### src/sv/ffsa_pkg.sv
// ----------------------------------------------------------------------------
// ffsa_pkg - shared types and constants for the first-fit segment allocator
// Opcodes, status codes, beat payloads, controller states and the
// command/status bundles between controller and datapath.
// ----------------------------------------------------------------------------
package ffsa_pkg;

	localparam int MEM_BYTES  = 1024;
	localparam int PAGE_BYTES = 64;
	localparam int MAX_TEXT   = 8;

	localparam logic [7:0]  FILL_ALLOC  = 8'h2E;
	localparam logic [7:0]  FILL_FREED  = 8'h23;
	localparam logic [15:0] HANDLE_LAST = 16'hFFFF;

	// APB byte address width and register index of init_fill
	localparam int         PADDR_W       = 3;
	localparam logic [0:0] REG_INIT_FILL = 1'b0;

	typedef enum logic [2:0] {
		OP_ALLOC, OP_FREE, OP_READ_NEXT, OP_WRITE_NEXT,
		OP_READ_AT, OP_WRITE_AT, OP_STATS, OP_REINIT
	} op_t;

	typedef enum logic [2:0] {
		ST_OK, ST_BAD_SIZE, ST_NO_ROOM, ST_BAD_HANDLE,
		ST_CURSOR_LIMIT, ST_OUT_OF_BOUNDS
	} status_t;

	typedef struct packed {
		op_t         opcode;
		logic [7:0]  task_id;
		logic [15:0] handle_in;
		logic [10:0] request_bytes;
		logic [9:0]  offset;
		logic [3:0]  length;
		logic [63:0] data_in;
	} req_t;

	typedef struct packed {
		status_t     status;
		logic [15:0] handle_out;
		logic [9:0]  seg_start;
		logic [10:0] seg_bytes;
		logic [63:0] data_out;
		logic [10:0] free_total;
		logic [10:0] largest_free;
		logic [10:0] smallest_free;
	} rsp_t;

	typedef enum logic [3:0] {
		S_IDLE, S_NEED, S_ASCAN, S_FIND, S_FILL, S_MERGE, S_NX_WAIT,
		S_RD_ISSUE, S_RD_WAIT, S_WR, S_STATS, S_DONE
	} fsm_t;

	typedef enum logic [2:0] {
		FK_NONE, FK_REINIT, FK_ALLOC, FK_FREED, FK_MERGE
	} fill_t;

	typedef struct packed {
		logic    idle;
		logic    load_item;
		logic    need_step;
		logic    idx_clr;
		logic    idx_inc;
		logic    alloc_take;
		logic    free_mark;
		logic    merge_take;
		logic    prev_load;
		logic    cursor_inc;
		logic    tbl_reset;
		logic    stats_acc;
		fill_t   fill_start;
		logic    fill_step;
		logic    rd_next;
		logic    wr_next;
		logic    cap_next;
		logic    rd_at;
		logic    cap_at;
		logic    wr_at;
		logic    set_status;
		status_t status_code;
		logic    out_load;
	} cmd_t;

	typedef struct packed {
		op_t  in_op;
		op_t  op;
		logic need_short;
		logic need_bad;
		logic at_end;
		logic fit;
		logic match;
		logic cur_limit;
		logic off_bad;
		logic bytes_done;
		logic merge_pair;
		logic fill_last;
		logic out_free;
	} sts_t;

endpackage

### src/sv/ffsa_ctrl.sv
// ----------------------------------------------------------------------------
// ffsa_ctrl - sequencing state machine
// Steps each operation through table scans, store fills and byte moves.
// ----------------------------------------------------------------------------
module ffsa_ctrl (
	input  logic            clk,
	input  logic            arst_n,
	input  logic            req_valid,
	input  ffsa_pkg::sts_t  sts,
	output ffsa_pkg::cmd_t  cmd
);

	ffsa_pkg::fsm_t state_q, state_d;
	ffsa_pkg::fsm_t ret_q, ret_d;

	// reset starts with the clearing pass over the store
	always_ff @(posedge clk or negedge arst_n) begin
		if (!arst_n) begin
			state_q <= ffsa_pkg::S_FILL;
			ret_q   <= ffsa_pkg::S_IDLE;
		end else begin
			state_q <= state_d;
			ret_q   <= ret_d;
		end
	end

	always_comb begin
		state_d         = state_q;
		ret_d           = ret_q;
		cmd             = '0;
		cmd.fill_start  = ffsa_pkg::FK_NONE;
		cmd.status_code = ffsa_pkg::ST_OK;
		unique case (state_q)
			ffsa_pkg::S_IDLE: begin
				cmd.idle = 1'b1;
				if (req_valid) begin
					cmd.load_item = 1'b1;
					case (sts.in_op)
						ffsa_pkg::OP_ALLOC: state_d = ffsa_pkg::S_NEED;
						ffsa_pkg::OP_STATS: state_d = ffsa_pkg::S_STATS;
						ffsa_pkg::OP_REINIT: begin
							cmd.tbl_reset  = 1'b1;
							cmd.fill_start = ffsa_pkg::FK_REINIT;
							ret_d          = ffsa_pkg::S_DONE;
							state_d        = ffsa_pkg::S_FILL;
						end
						default: state_d = ffsa_pkg::S_FIND;
					endcase
				end
			end
			ffsa_pkg::S_NEED: begin
				if (sts.need_short) begin
					cmd.need_step = 1'b1;
				end else if (sts.need_bad) begin
					cmd.set_status  = 1'b1;
					cmd.status_code = ffsa_pkg::ST_BAD_SIZE;
					state_d         = ffsa_pkg::S_DONE;
				end else begin
					state_d = ffsa_pkg::S_ASCAN;
				end
			end
			ffsa_pkg::S_ASCAN: begin
				if (sts.at_end) begin
					cmd.set_status  = 1'b1;
					cmd.status_code = ffsa_pkg::ST_NO_ROOM;
					state_d         = ffsa_pkg::S_DONE;
				end else if (sts.fit) begin
					cmd.alloc_take = 1'b1;
					cmd.fill_start = ffsa_pkg::FK_ALLOC;
					ret_d          = ffsa_pkg::S_DONE;
					state_d        = ffsa_pkg::S_FILL;
				end else begin
					cmd.idx_inc = 1'b1;
				end
			end
			ffsa_pkg::S_FIND: begin
				if (sts.at_end) begin
					cmd.set_status  = 1'b1;
					cmd.status_code = ffsa_pkg::ST_BAD_HANDLE;
					state_d         = ffsa_pkg::S_DONE;
				end else if (sts.match) begin
					case (sts.op) inside
						ffsa_pkg::OP_FREE: begin
							cmd.fill_start = ffsa_pkg::FK_FREED;
							cmd.free_mark  = 1'b1;
							cmd.idx_clr    = 1'b1;
							ret_d          = ffsa_pkg::S_MERGE;
							state_d        = ffsa_pkg::S_FILL;
						end
						ffsa_pkg::OP_READ_NEXT, ffsa_pkg::OP_WRITE_NEXT: begin
							if (sts.cur_limit) begin
								cmd.set_status  = 1'b1;
								cmd.status_code = ffsa_pkg::ST_CURSOR_LIMIT;
								state_d         = ffsa_pkg::S_DONE;
							end else if (sts.op == ffsa_pkg::OP_READ_NEXT) begin
								cmd.rd_next    = 1'b1;
								cmd.cursor_inc = 1'b1;
								state_d        = ffsa_pkg::S_NX_WAIT;
							end else begin
								cmd.wr_next    = 1'b1;
								cmd.cursor_inc = 1'b1;
								state_d        = ffsa_pkg::S_DONE;
							end
						end
						default: begin
							if (sts.off_bad) begin
								cmd.set_status  = 1'b1;
								cmd.status_code = ffsa_pkg::ST_OUT_OF_BOUNDS;
								state_d         = ffsa_pkg::S_DONE;
							end else if (sts.op == ffsa_pkg::OP_READ_AT) begin
								state_d = ffsa_pkg::S_RD_ISSUE;
							end else begin
								state_d = ffsa_pkg::S_WR;
							end
						end
					endcase
				end else begin
					cmd.idx_inc = 1'b1;
				end
			end
			ffsa_pkg::S_FILL: begin
				cmd.fill_step = 1'b1;
				if (sts.fill_last) begin
					state_d = ret_q;
				end
			end
			ffsa_pkg::S_MERGE: begin
				if (sts.at_end) begin
					state_d = ffsa_pkg::S_DONE;
				end else if (sts.merge_pair) begin
					cmd.merge_take = 1'b1;
					cmd.fill_start = ffsa_pkg::FK_MERGE;
					ret_d          = ffsa_pkg::S_MERGE;
					state_d        = ffsa_pkg::S_FILL;
				end else begin
					cmd.prev_load = 1'b1;
					cmd.idx_inc   = 1'b1;
				end
			end
			ffsa_pkg::S_NX_WAIT: begin
				cmd.cap_next = 1'b1;
				state_d      = ffsa_pkg::S_DONE;
			end
			ffsa_pkg::S_RD_ISSUE: begin
				if (sts.bytes_done) begin
					state_d = ffsa_pkg::S_DONE;
				end else begin
					cmd.rd_at = 1'b1;
					state_d   = ffsa_pkg::S_RD_WAIT;
				end
			end
			ffsa_pkg::S_RD_WAIT: begin
				cmd.cap_at = 1'b1;
				state_d    = ffsa_pkg::S_RD_ISSUE;
			end
			ffsa_pkg::S_WR: begin
				if (sts.bytes_done) begin
					state_d = ffsa_pkg::S_DONE;
				end else begin
					cmd.wr_at = 1'b1;
				end
			end
			ffsa_pkg::S_STATS: begin
				if (sts.at_end) begin
					state_d = ffsa_pkg::S_DONE;
				end else begin
					cmd.stats_acc = 1'b1;
					cmd.idx_inc   = 1'b1;
				end
			end
			ffsa_pkg::S_DONE: begin
				if (sts.out_free) begin
					cmd.out_load = 1'b1;
					state_d      = ffsa_pkg::S_IDLE;
				end
			end
			default: state_d = ffsa_pkg::S_IDLE;
		endcase
	end

endmodule

### config.mk
export PLATFORM = sky130hd
export DESIGN_NAME = ffsa_ctrl
export DESIGN_NICKNAME = d
export VERILOG_FILES = /design/src/sv/ffsa_pkg.sv /design/src/sv/ffsa_ctrl.sv
export SDC_FILE = /design/constraint.sdc
export NUM_CORES = 1
export LEC_CHECK = 0
export ABC_CLOCK_PERIOD_IN_PS = 2110
export BUFFER_PORTS_ARGS = -buffer_cell sky130_fd_sc_hd__clkbuf_2
export CAP_MARGIN = 0
export CORE_AREA = 3 3 56 96
export DETAILED_ROUTE_END_ITERATION = 8
export DIE_AREA = 0 0 59 99
export GPL_ROUTABILITY_DRIVEN = 0
export PLACE_DENSITY_LB_ADDON = 0.25
export SLEW_MARGIN = 20
export SYNTH_ARGS = -nofsm -noshare
export SYNTH_HDL_FRONTEND = slang
export SYNTH_SLANG_ARGS = --single-unit
export TNS_END_PERCENT = 30
### constraint.sdc
create_clock -name clk -period 2.11 [get_ports clk]
set_input_delay 0.3165 -clock clk [delete_from_list [all_inputs] [get_ports clk]]
set_output_delay 0.3165 -clock clk [all_outputs]
set_load 0.02 [all_outputs]
### Word-level counts from Yosys, hierarchy flattened

Cells that the tools add are included.

| storage, ports and cells | value |
|---|---|
| register bits | 8 |
| input bits | 20 |
| output and inout bits | 27 |
| logic and storage cells | 142 |

| cells by class | value |
|---|---|
| equality and inequality tests | 34 |
| multiplexer cells | 100 |
| reduce and logical (&&, ||, !) cells | 6 |

Operators with widths:

| kind | count |
|---|---|
| 4-bit 2-to-1 mux | 37 |
| 4-bit case mux with 12 select lines | 1 |
| 1-bit 2-to-1 mux | 38 |
| 2-bit 2-to-1 mux | 17 |
| 2-bit inequality test, second input constant | 13 |
| 4-bit case mux with 3 select lines | 2 |
| 4-bit by 3-bit == test with 1-bit output, second input constant | 4 |
| 4-bit == test, second input constant | 4 |
| 4-bit case mux with 4 select lines | 1 |
| 3-bit case mux with 4 select lines | 1 |
| 10-bit AND reduction | 1 |
| 3-bit == test, second input constant | 3 |
| 3-bit inequality test, second input constant | 3 |
| 9-bit AND reduction | 1 |
| 4-bit by 2-bit == test with 1-bit output, second input constant | 2 |
| 3-bit by 2-bit == test with 1-bit output, second input constant | 2 |
| 3-bit 2-to-1 mux | 2 |
| 4-bit by 1-bit == test with 1-bit output, second input constant | 1 |
| 4-bit zero test | 1 |
| 1-bit case mux with 4 select lines | 1 |
| 4-bit nonzero test | 1 |
| 3-bit by 1-bit == test with 1-bit output, second input constant | 1 |
| 3-bit zero test | 1 |
| 2-bit by 1-bit inequality test with 1-bit output, second input constant | 1 |
| 2-bit OR reduction | 1 |

### Depth between registers and ports, before layout

Gate-level depths: netlist (run 1).

| logic depth | value |
|---|---|
| word-level depth | 8 |
| gate-level depth with buffers | 8 |
| gate-level depth less buffers | 7 |

### Least setup slack after synthesis (run 1)

No wires, ideal clock.

| timing | value |
|---|---|
| path kind | reg2out |
| from | register state_q[0] |
| to | output port cmd[10] in the netlist's numbering |
| arrival | 1.702 ns |
| data required time | 1.794 ns |
| path slack | 0.092 ns |
| stages on the path, launching flop included | 7 |
| buffers on the path | 2 |
| path through | dfrtp_1 > buf_4 > buf_2 > nand2_2 > nor3_1 > nand3_1 > nor4_1 |

RTL lines:

| what | RTL line | RTL |
|---|---|---|
| start, declared | ffsa_ctrl.sv:13 | `ffsa_pkg::fsm_t state_q, state_d;` |
| start signal, assigned | ffsa_ctrl.sv:19 | `state_q <= ffsa_pkg::S_FILL;` |
| start signal, assigned | ffsa_ctrl.sv:22 | `state_q <= state_d;` |
| end, declared | ffsa_ctrl.sv:10 | `output ffsa_pkg::cmd_t cmd` |

==> key figures, run 1 <==
Run status
  • Outcome: finished clean

Critical path
  • CP max FO: 9
  • Crit path kind: flop to primary output
  • CP arrival: roughly 1800 ps
  • Critical Path Sink Type: primary output
  • CP Launch Type: flop
  • R2r setup slk: about 140 ps
  • CP required: between 1500 and 2000 ps

Synth
  • Largest family of logic cells by synthesized area: simple AND/OR/NAND/NOR gates
  • Sequential share of the synthesized area: between 10% and 20%
  • Post-synthesis mux area share: under 10%
  • Async S/R FF share, synth: 100%
  • Post-synth top cells: nor3_1 (13), nand2b_1 (12), nor2_1 (12)
  • FF+latch count, synth: 7
  • Number of flops mapped to enable cells by yosys: 0
  • Avg Cell Area, Syn: slightly above 7 sq um
  • Distinct cells, synth: 54
  • Post-synthesis xor/xnor area fraction: 0%
  • Mapped Cells: ~160
  • Main synth FF type: dfrtp_1
  • Most frequent cell after synthesis: nor3_1
  • Cell area after synthesis: between 0.001 and 0.0015 sq mm
  • Synthesized Nets: 178
  • Top cell type by total area after synthesis: dfrtp_1
  • Top post-synthesis cells by area: dfrtp_1 (13%), nand2b_1 (6.5%), nor3_1 (5.7%)
  • Top cell type's share of synthesized area: approximately an eighth
  • Synth Area in Compound Gates: between 20% and 30%
  • Fraction of the mapped netlist area in adder cells: 0%
  • Post-Synth Simple-Gate Area: a little under half
  • Warnings, synthesis: 0

Drt
  • Avg Vias per Cell: 5.26
  • First drt pass iteration count: 4
  • Post-route DRC: 0
  • Initial DRC Count: 24
  • Via count: approximately 1400
  • Wire length per cell: between 15 and 20 um
  • Detail Route Antenna Nets: 0
  • Final WL: around 4200 um

Clock network
  • Clk buf depth: 2
  • Root buf cell: clkbuf_8
  • CTS tree: yes
  • Clock-pin transition on the worst setup and hold timing paths: about 40 ps
  • Clock sinks: 7
  • Cts bufs inserted: 3
  • H-tree levels: 1
  • Clock insertion delay at the later pin of the skew report: roughly 230 ps

Pwr
  • Total Power: a little over 2 mW
  • Worst vdd ir: between 0.3 and 0.4 mV
  • Power per cell area: around 1300 mW/mm^2
  • P_leak: around 0.76 nW

Floorplanning
  • Die width: between 50 and 60 um
  • Rows: 33
  • Die Y: ~100 um
  • Die footprint: about 0.0058 sq mm
  • Initial core utilization: around 24%
  • Num ports: between 40 and 50
  • Core area: ~0.0047 sq mm

Global routing
  • Vias in the first global route: around 1400
  • Total gr overflow: 0
  • Largest net degree at the start of global routing: 18
  • GR Layer Usage met3: under 10%
  • Initial antenna violation count: 0
  • Top Usage Layer GRT: met2
  • Global routing usage on met2: 25.9%
  • GRT Resource Usage Total: 15.2%
  • Global-route wire length before repair: 6820 um
  • GR Util met1: between 10% and 20%

STA
  • Tightest Pin Transition: between 400 and 500 ps
  • Slew margin rel.: between 70 and 80%
  • Final setup margin: roughly 18 ps
  • Max-slew violations: 0
  • Period utilization: between 90% and 100%
  • RSZ-0062 raised after global routing: yes
  • Final Hold Fails: 0
  • Setup TNS: 0 ps
  • Max frequency: around 0.48 GHz
  • Worst clock skew: 5.20 ps
  • Final setup violating endpoints: 0
  • Final Critical Period: ~2100 ps
  • Fin Hold WS: between 400 and 500 ps

Placement
  • Port-buffer cells: 46
  • Pre-CTS worst setup slack: between 100 and 150 ps
  • Post-DP HPWL: ~3500 um

Flow run
  • Max Cap Viol: 0

Final layout
  • # fillers: 554
  • Final nets: 236
  • Ant diodes: 0
  • P&R area growth vs syn: 39.7%
  • Layout cells sized above 1: around two fifths

Min path
  • Worst Hold Class: input pin to flop
## critical path, stage by stage (launching register included)
cell and delay (ps):
dfstp_4 660, nand2b_1 100, or4_4 450, inv_1 80, or2_2 100, clkbuf_4 150
## final cells by class
| class | count | area, sq um | area share (%) |
|---|---|---|---|
| flip-flops and latches | 7 | 184 | 11.4 |
| multi-input cells | 131 | 891 | 55.5 |
| repair buffers | 66 | 395 | 24.6 |
| inverters | 7 | 26.3 | 1.64 |
| well taps | 52 | 65.1 | 4.05 |
| clock buffers | 4 | 45.0 | 2.80 |
## layout by cell type (no fill, tap or decap), types with 2 or more instances in the layout
cell type,instances
clkbuf_2,45
buf_4,17
nor2_1,12
nand2b_1,12
nor3_1,11
nor2b_1,8
nand2_1,8
inv_1,6
o21ai_0,5
mux2i_1,5
and3_1,4
and2_1,4
a211oi_1,4
nor4_1,4
a21oi_1,4
a32oi_1,3
mux2_2,3
clkbuf_8,3
dfrtp_1,3
dfrtp_2,3
nor2_2,2
nand2_2,2
a22oi_1,2
nand3b_1,2
a211o_1,2
nor3_2,2
o211ai_1,2
nand3_1,2
o21ai_1,2
or2_1,2
nor4b_1,2
nand4bb_1,2
## power by group
group | leakage [nW] | total, mW | internal [mW] | switching (mW)
Sequential | 0.0748 | 0.330 | 0.205 | 0.125
Clock | 0.0228 | 0.193 | 0.131 | 0.0623
Combinational | 0.662 | 1.51 | 0.709 | 0.805
Total | 0.760 | 2.04 | 1.04 | 0.992
## cell families (layout without fill, tap and decap cells)
family,after synthesis,in the layout
simple gates,89,89
buf+inv,20,77
compound gates,33,33
mux,9,9
flops,7,7
## final timing paths
kind | cells past startpoint | endpoint | start
max in group asynchronous | 2 | state_q[2] | arst_n
max | 5 | cmd[22] | state_q[2]
min in group asynchronous | 2 | ret_q[2] | arst_n
max reg2reg | 6 | ret_q[2] | state_q[2]
min | 3 | state_q[2] | sts[1]
min reg2reg | 1 | ret_q[0] | ret_q[0]
## sequential cells by signal, summed over array words and instances, names as in the netlist
name and count:
state_q 4, ret_q 3
## per-layer routing
metal / wire length [um] / up-vias
li1: - / 693
met1: 1530 / 650
met2: 2240 / 46
met3: 225 / 16
met4: 248 / 0
met5: 0 / -
## timing repair
action | in CTS | in global routing
endpoints found under the setup margin | 8 | 11
gates resized for setup | 3 | 5
pin swaps | 1 | 0
buffers inserted | 1 | 2
hold endpoints to repair | 6 | 0
hold buffers | 1 | 0
## stage by stage
| step | cell area [sq um] | std cells | utilization [%] |
|---|---|---|---|
| 2_1_floorplan | 1150 | 158 | - |
| 3_3_place_gp | 1510 | 259 | 32.0 |
| 3_5_place_dp | 1510 | 259 | 32.0 |
| 4_1_cts | 1580 | 265 | 33.5 |
| 5_1_grt | 1610 | 267 | 34.1 |
| 6_report | 1610 | 267 | 34.1 |
Power figures use the tool's default switching activity.
==> run 2, diff against run 1 <==
==> constraint.sdc (replaced) <==
create_clock -name clk -period 2.11 [get_ports clk]
set_input_delay 0.1055 -clock clk [delete_from_list [all_inputs] [get_ports clk]]
set_output_delay 0.1055 -clock clk [all_outputs]
set_load 0.02 [all_outputs]
==> key figures, run 2 (synthesis results as in run 1) <==
Run status
  • Outcome: finished clean

Critical path
  • Crit path kind: flop to primary output
  • CP required: 2000 ps (+210 ps)
  • CP arrival: 1930 ps (+150 ps)
  • R2r setup slk: 100 ps (-40 ps)
  • Critical Path Sink Type: primary output
  • CP Launch Type: flop
  • CP max FO: 21 (+12)

Clock network
  • Root buf cell: clkbuf_8
  • Clk buf depth: 2 (unchanged)
  • CTS tree: yes
  • Clock-pin transition on the worst setup and hold timing paths: 40 ps (about the same)
  • Clock insertion delay at the later pin of the skew report: 220 ps (about the same)
  • Clock sinks: 7 (unchanged)
  • H-tree levels: 1 (unchanged)
  • Cts bufs inserted: 3 (unchanged)

STA
  • Setup TNS: 0 ps (unchanged)
  • Worst clock skew: 0.340 ps (-4.86 ps)
  • Period utilization: 96.4% (-2.7 points)
  • Max-slew violations: 0 (unchanged)
  • Final Critical Period: 2030 ps (-57.5 ps)
  • RSZ-0062 raised after global routing: yes
  • Tightest Pin Transition: 540 ps (+129 ps)
  • Max frequency: 0.491 GHz (+2.8%)
  • Final Hold Fails: 0 (unchanged)
  • Final setup margin: 75.2 ps (+57.5 ps)
  • Slew margin rel.: 63.7% (-8.6 points)
  • Final setup violating endpoints: 0 (unchanged)

Final layout
  • Most frequent cells in the layout: clkbuf_2 (46), buf_4 (13), nor2_1 (12), nor3_1 (12), nand2b_1 (11)
  • Post-route non-filler standard cell count: 262 (-1.9%)
  • Multi-input gate area: 891 sq um (unchanged)
  • Commonest non-fill, non-tap cell in the layout: clkbuf_2
  • Ant diodes: 0 (unchanged)
  • Design area: 0.00157 sq mm (-2.4%)
  • Util after Layout: 33.3% (-0.82 points)
  • Registers with the most flip-flops: state_q x4, ret_q x3
  • Layout cells sized above 1: 39.5% (-1.9 points)
  • # fillers: 554 (unchanged)
  • Final nets: 231 (-2.1%)
  • Largest Register: state_q
  • P&R area growth vs syn: 36.3%
  • Max reg flops: 4 (unchanged)
  • FF+latch area: 183 sq um (-0.68%)

Drt
  • Avg Vias per Cell: 5.18 (-1.6%)
  • Via count: 1357 (-3.4%)
  • First drt pass iteration count: 4 (unchanged)
  • Wire length per cell: 15.9 um (-0.14%)
  • Detail Route Antenna Nets: 0 (unchanged)
  • Final WL: 4150 um (-2.0%)
  • Initial DRC Count: 44 (+83%)
  • Post-route DRC: 0 (unchanged)

Global routing
  • Vias in the first global route: 1391 (-0.29%)
  • Total gr overflow: 0 (unchanged)
  • Global-route wire length before repair: 6760 um (-0.91%)
  • Initial antenna violation count: 0 (unchanged)
  • GRT Resource Usage Total: 14.7% (-0.41 points)
  • Largest net degree at the start of global routing: 22 (+4)

Pwr
  • Worst vdd ir: 0.521 mV (+41%)
  • Power per cell area: 1280 mW/mm^2 (+1.3%)
  • P_leak: 0.737 nW (-2.9%)

Placement
  • Dpl cell area: 0.00149 sq mm (-1.0%)
  • Post-DP HPWL: 3490 um (-1.3%)
  • Port-buffer cells: 46 (unchanged)
  • Placed cells: 257 (-0.77%)
  • Pre-CTS worst setup slack: -5.41 ps (-128 ps)

Floorplanning
  • Die Y: 99 um (unchanged)
  • Initial core utilization: 24.4% (unchanged)
  • Die footprint: 0.00584 sq mm (unchanged)
  • Die width: 59 um (unchanged)
  • Num ports: 47 (unchanged)
  • Core area: 0.00471 sq mm (unchanged)
  • Rows: 33 (unchanged)

Min path
  • Worst Hold Class: input pin to async pin

Flow run
  • Max Cap Viol: 0 (unchanged)
[run 2: final cells by class]
class                      instances  share of cell area, %
clock buffer                       4                   2.87
inverter                           7                   1.68
multi-input combinational        131                   56.8
sequential                         7                   11.7
tap                               52                   4.15
timing repair buffer              61                   22.8
[run 2: per-layer routing]
layer | GRT usage [%] | part of all wire [%]
met5 | 0 | 0
met4 | 5.76 | 2.6
met3 | 2.10 | 3.7
met2 | 27.3 | 57
met1 | 16.1 | 37
[run 2: what timing repair did]
| item | in CTS | in global routing |
|---|---|---|
| hold buffers | 1 | 0 |
| buffers inserted | 0 | 0 |
| endpoints found under the hold margin | 7 | 0 |
| endpoints found under the setup margin | 5 | 11 |
| resized for setup | 3 | 4 |
[run 2: report_power, final]
part	switching (mW)	internal (mW)	leakage, nW
Combinational	0.755	0.690	0.639
Sequential	0.179	0.203	0.0757
Clock	0.0564	0.131	0.0228
Total	0.990	1.02	0.737
[run 2: path summary, 6_finish.rpt]
| check | endpoint | cells past startpoint | start |
|---|---|---|---|
| worst max-delay path | cmd[22] | 5 | state_q[2] |
| worst max register to register | ret_q[2] | 5 | state_q[2] |
| worst min register to register | ret_q[0] | 1 | ret_q[0] |
| worst min-delay path | ret_q[2] | 2 | arst_n |
| max in group asynchronous | state_q[2] | 2 | arst_n |
| min in group clk | state_q[2] | 3 | sts[1] |
[run 2: worst max-delay path, cell delays in order, from the launching register on]
cell and delay [ps]:
dfstp_4 740, nand2b_2 140, or4_4 470, inv_1 80
or2_2 100, clkbuf_2 160
[run 2: stage by stage]
stage               hold slack [ps]  total power, mW
CTS                             261             1.98
detailed placement            -43.3             1.78
global placement              -39.0             1.79
floorplan                      -190             1.29
finish                          254             2.01
global route                    275             2.17
==> run 3, diff against run 2 <==
--- a/config.mk
+++ b/config.mk
@@ -6,9 +6,10 @@
 export NUM_CORES = 1
 export LEC_CHECK = 0
 export ABC_CLOCK_PERIOD_IN_PS = 2110
-export BUFFER_PORTS_ARGS = -buffer_cell sky130_fd_sc_hd__clkbuf_2
+export BUFFER_PORTS_ARGS = -buffer_cell sky130_fd_sc_hd__buf_2
 export CAP_MARGIN = 0
 export CORE_AREA = 3 3 56 96
+export CTS_CLUSTER_SIZE = 40
 export DETAILED_ROUTE_END_ITERATION = 8
 export DIE_AREA = 0 0 59 99
 export GPL_ROUTABILITY_DRIVEN = 0
==> key figures, run 3 (synthesis results as in run 1) <==
Floorplanning
  • Die footprint: 0.00584 sq mm (unchanged)
  • Rows: 33 (unchanged)
  • Core area: 0.00471 sq mm (unchanged)
  • Die width: 59 um (unchanged)
  • Die Y: 99 um (unchanged)
  • Initial core utilization: 24.4% (unchanged)
  • Num ports: 47 (unchanged)

Global routing
  • GRT Resource Usage Total: 14.3% (-0.42 points)
  • Global-route wire length before repair: 6520 um (-3.6%)
  • Largest net degree at the start of global routing: 28 (+27%)
  • Total gr overflow: 0 (unchanged)
  • Vias in the first global route: 1339 (-3.7%)
  • Initial antenna violation count: 0 (unchanged)

Final layout
  • Layout cells sized above 1: 37.7% (-1.8 points)
  • FF+latch area: 181 sq um (-0.68%)
  • Registers with the most flip-flops: state_q x4, ret_q x3
  • Multi-input gate area: 887 sq um (-0.42%)
  • Commonest non-fill, non-tap cell in the layout: buf_2
  • Ant diodes: 0 (unchanged)
  • Max reg flops: 4 (unchanged)
  • Most frequent cells in the layout: buf_2 (46), nor2_1 (12), nor3_1 (12), nand2b_1 (11), buf_4 (10)
  • P&R area growth vs syn: 34.0%
  • Largest Register: state_q
  • Final nets: 228 (-1.3%)
  • # fillers: 567 (+2.3%)

Critical path
  • Reg2Reg Depth: 5 (unchanged)
  • CP Launch Type: flop
  • Worst-path cell chain: buf_4 > nand2b_1 > or4_4 > inv_1 > or2_2 > buf_2
  • Worst r2r dst: ret_q[2]
  • Critical path's top delay family: simple AND/OR/NAND/NOR gates
  • Reg2reg start: state_q[2]
  • CP bufs+invs: 3 (+1)
  • CP peak stage delay: 520 ps (-220 ps)
  • CP required: 2000 ps (about the same)
  • CP max FO: 15 (-29%)
  • CP arrival: 1890 ps (-40 ps)
  • R2r setup slk: 150 ps (+50 ps)
  • CP max stage cell: or4_4
  • Crit path kind: flop to primary output
  • Critical Path Sink Type: primary output

Placement
  • Post-DP HPWL: 3480 um (-0.10%)
  • Pre-CTS worst setup slack: 121 ps (+127 ps)
  • Port-buffer cells: 46 (unchanged)

STA
  • RSZ-0062 raised after global routing: no
  • Slew margin rel.: 71.6% (+7.9 points)
  • Worst clock skew: 1.10 ps (+0.756 ps)
  • Final setup violating endpoints: 0 (unchanged)
  • Fin Hold WS: 220 ps (-33.9 ps)
  • Max-slew violations: 0 (unchanged)
  • Final Hold Fails: 0 (unchanged)
  • Tightest Pin Transition: 422 ps (-118 ps)
  • Final setup margin: 118 ps (+43.0 ps)
  • Period utilization: 94.4% (-2.0 points)
  • Max frequency: 0.502 GHz (+2.2%)
  • Setup TNS: 0 ps (unchanged)
  • Final Critical Period: 1990 ps (-43.0 ps)

Clock network
  • Clock sinks: 7 (unchanged)
  • Root buf cell: clkbuf_8
  • Clk buf depth: 2 (unchanged)
  • Clock insertion delay at the later pin of the skew report: 220 ps (about the same)
  • H-tree levels: 1 (unchanged)
  • Clock-pin transition on the worst setup and hold timing paths: 40 ps (about the same)
  • Setup Fix Bufs, Post-CTS: 0 (unchanged)
  • CTS tree: yes
  • Cts bufs inserted: 3 (unchanged)

Run status
  • Outcome: finished clean

Flow run
  • Max Cap Viol: 0 (unchanged)

Min path
  • Hold Crit Depth: 3
  • Hold Startpoint: sts[1]
  • Worst Hold Class: input pin to flop
  • WHS Endpoint: state_q[2]

Drt
  • Wire length per cell: 15.8 um (-0.50%)
  • Detail Route Antenna Nets: 0 (unchanged)
  • Initial DRC Count: 20 (-55%)
  • Via count: 1363 (+0.44%)
  • Avg Vias per Cell: 5.26 (+1.6%)
  • First drt pass iteration count: 4 (unchanged)
  • Post-route DRC: 0 (unchanged)
  • Final WL: 4090 um (-1.6%)

Pwr
  • Worst vdd ir: 0.460 mV (-12%)
  • P_leak: 0.742 nW (+0.65%)
  • Combinational share of power: 74.5% (+2.7 points)
  • Internal: 0.998 mW (-2.5%)
  • Clk pwr share: 9.2% (about the same)
  • Power per cell area: 1280 mW/mm^2 (-0.36%)
  • Seq pwr share: 16.3% (-2.6 points)
  • Switch Pwr: 0.972 mW (-1.7%)
  • Net Sw Frac: 49.3% (+0.18 points)
run 3: cell count changes in the layout (fill, tap and decap cells not counted), sizes merged:
cell | before | now
buf | 14 | 57
clkbuf | 50 | 4
run 3: how the worst max path moves through the flow:
stage | startpoint | to | slack, ps | cells after the start
floorplan | state_q[2] | state_q[0] | 270 | 8
global placement | state_q[2] | ret_q[2] | 140 | 5
detailed placement | state_q[2] | ret_q[2] | 120 | 5
CTS | state_q[2] | cmd[22] | 20 | 5
global route | state_q[0] | cmd[19] | 10 | 6
finish | state_q[0] | cmd[22] | 120 | 6
run 3: what timing repair did:
| action | CTS | global route |
|---|---|---|
| endpoints found under the setup margin | 0 | 6 |
| endpoints found under the hold margin | 7 | 0 |
| resized for setup | 0 | 5 |
| hold buffers | 1 | 0 |
run 3: power groups by stage:
stage	Combinational, mW	Clock [mW]	Sequential, mW
floorplan	1.05	0	0.234
global placement	1.46	0	0.309
detailed placement	1.46	0	0.303
CTS	1.46	0.187	0.302
global route	1.60	0.194	0.331
finish	1.47	0.181	0.322
run 3: stage by stage:
step	power, mW	cells	cell area, sq um	util [%]
finish	1.97	259	1540	32.7
global placement	1.77	254	1470	31.2
detailed placement	1.76	254	1470	31.2
CTS	1.95	259	1520	32.3
global route	2.12	259	1540	32.7
floorplan	1.29	158	1150	-
run 3: cell type report:
type / instances / area share, %
well taps: 52 / 4.22
repair buffers: 58 / 21.8
clock buffers: 4 / 2.92
flip-flops and latches: 7 / 11.8
multi-input cells: 131 / 57.6
inverters: 7 / 1.71
run 3: worst min-delay path, cell delays in order:
cell	delay (ps)
buf_2	70
nand3b_1	130
o211ai_1	100
run 3: layer usage:
layer / track usage (%) / share of wire (%) / vias up / wire [um]
met2: 26.8 / 57 / 33 / 2320
met5: 0 / 0 / - / 0
met4: 6.28 / 3.0 / 0 / 123
met3: 1.31 / 3.9 / 8 / 161
li1: - / - / 679 / -
met1: 15.4 / 36 / 643 / 1480
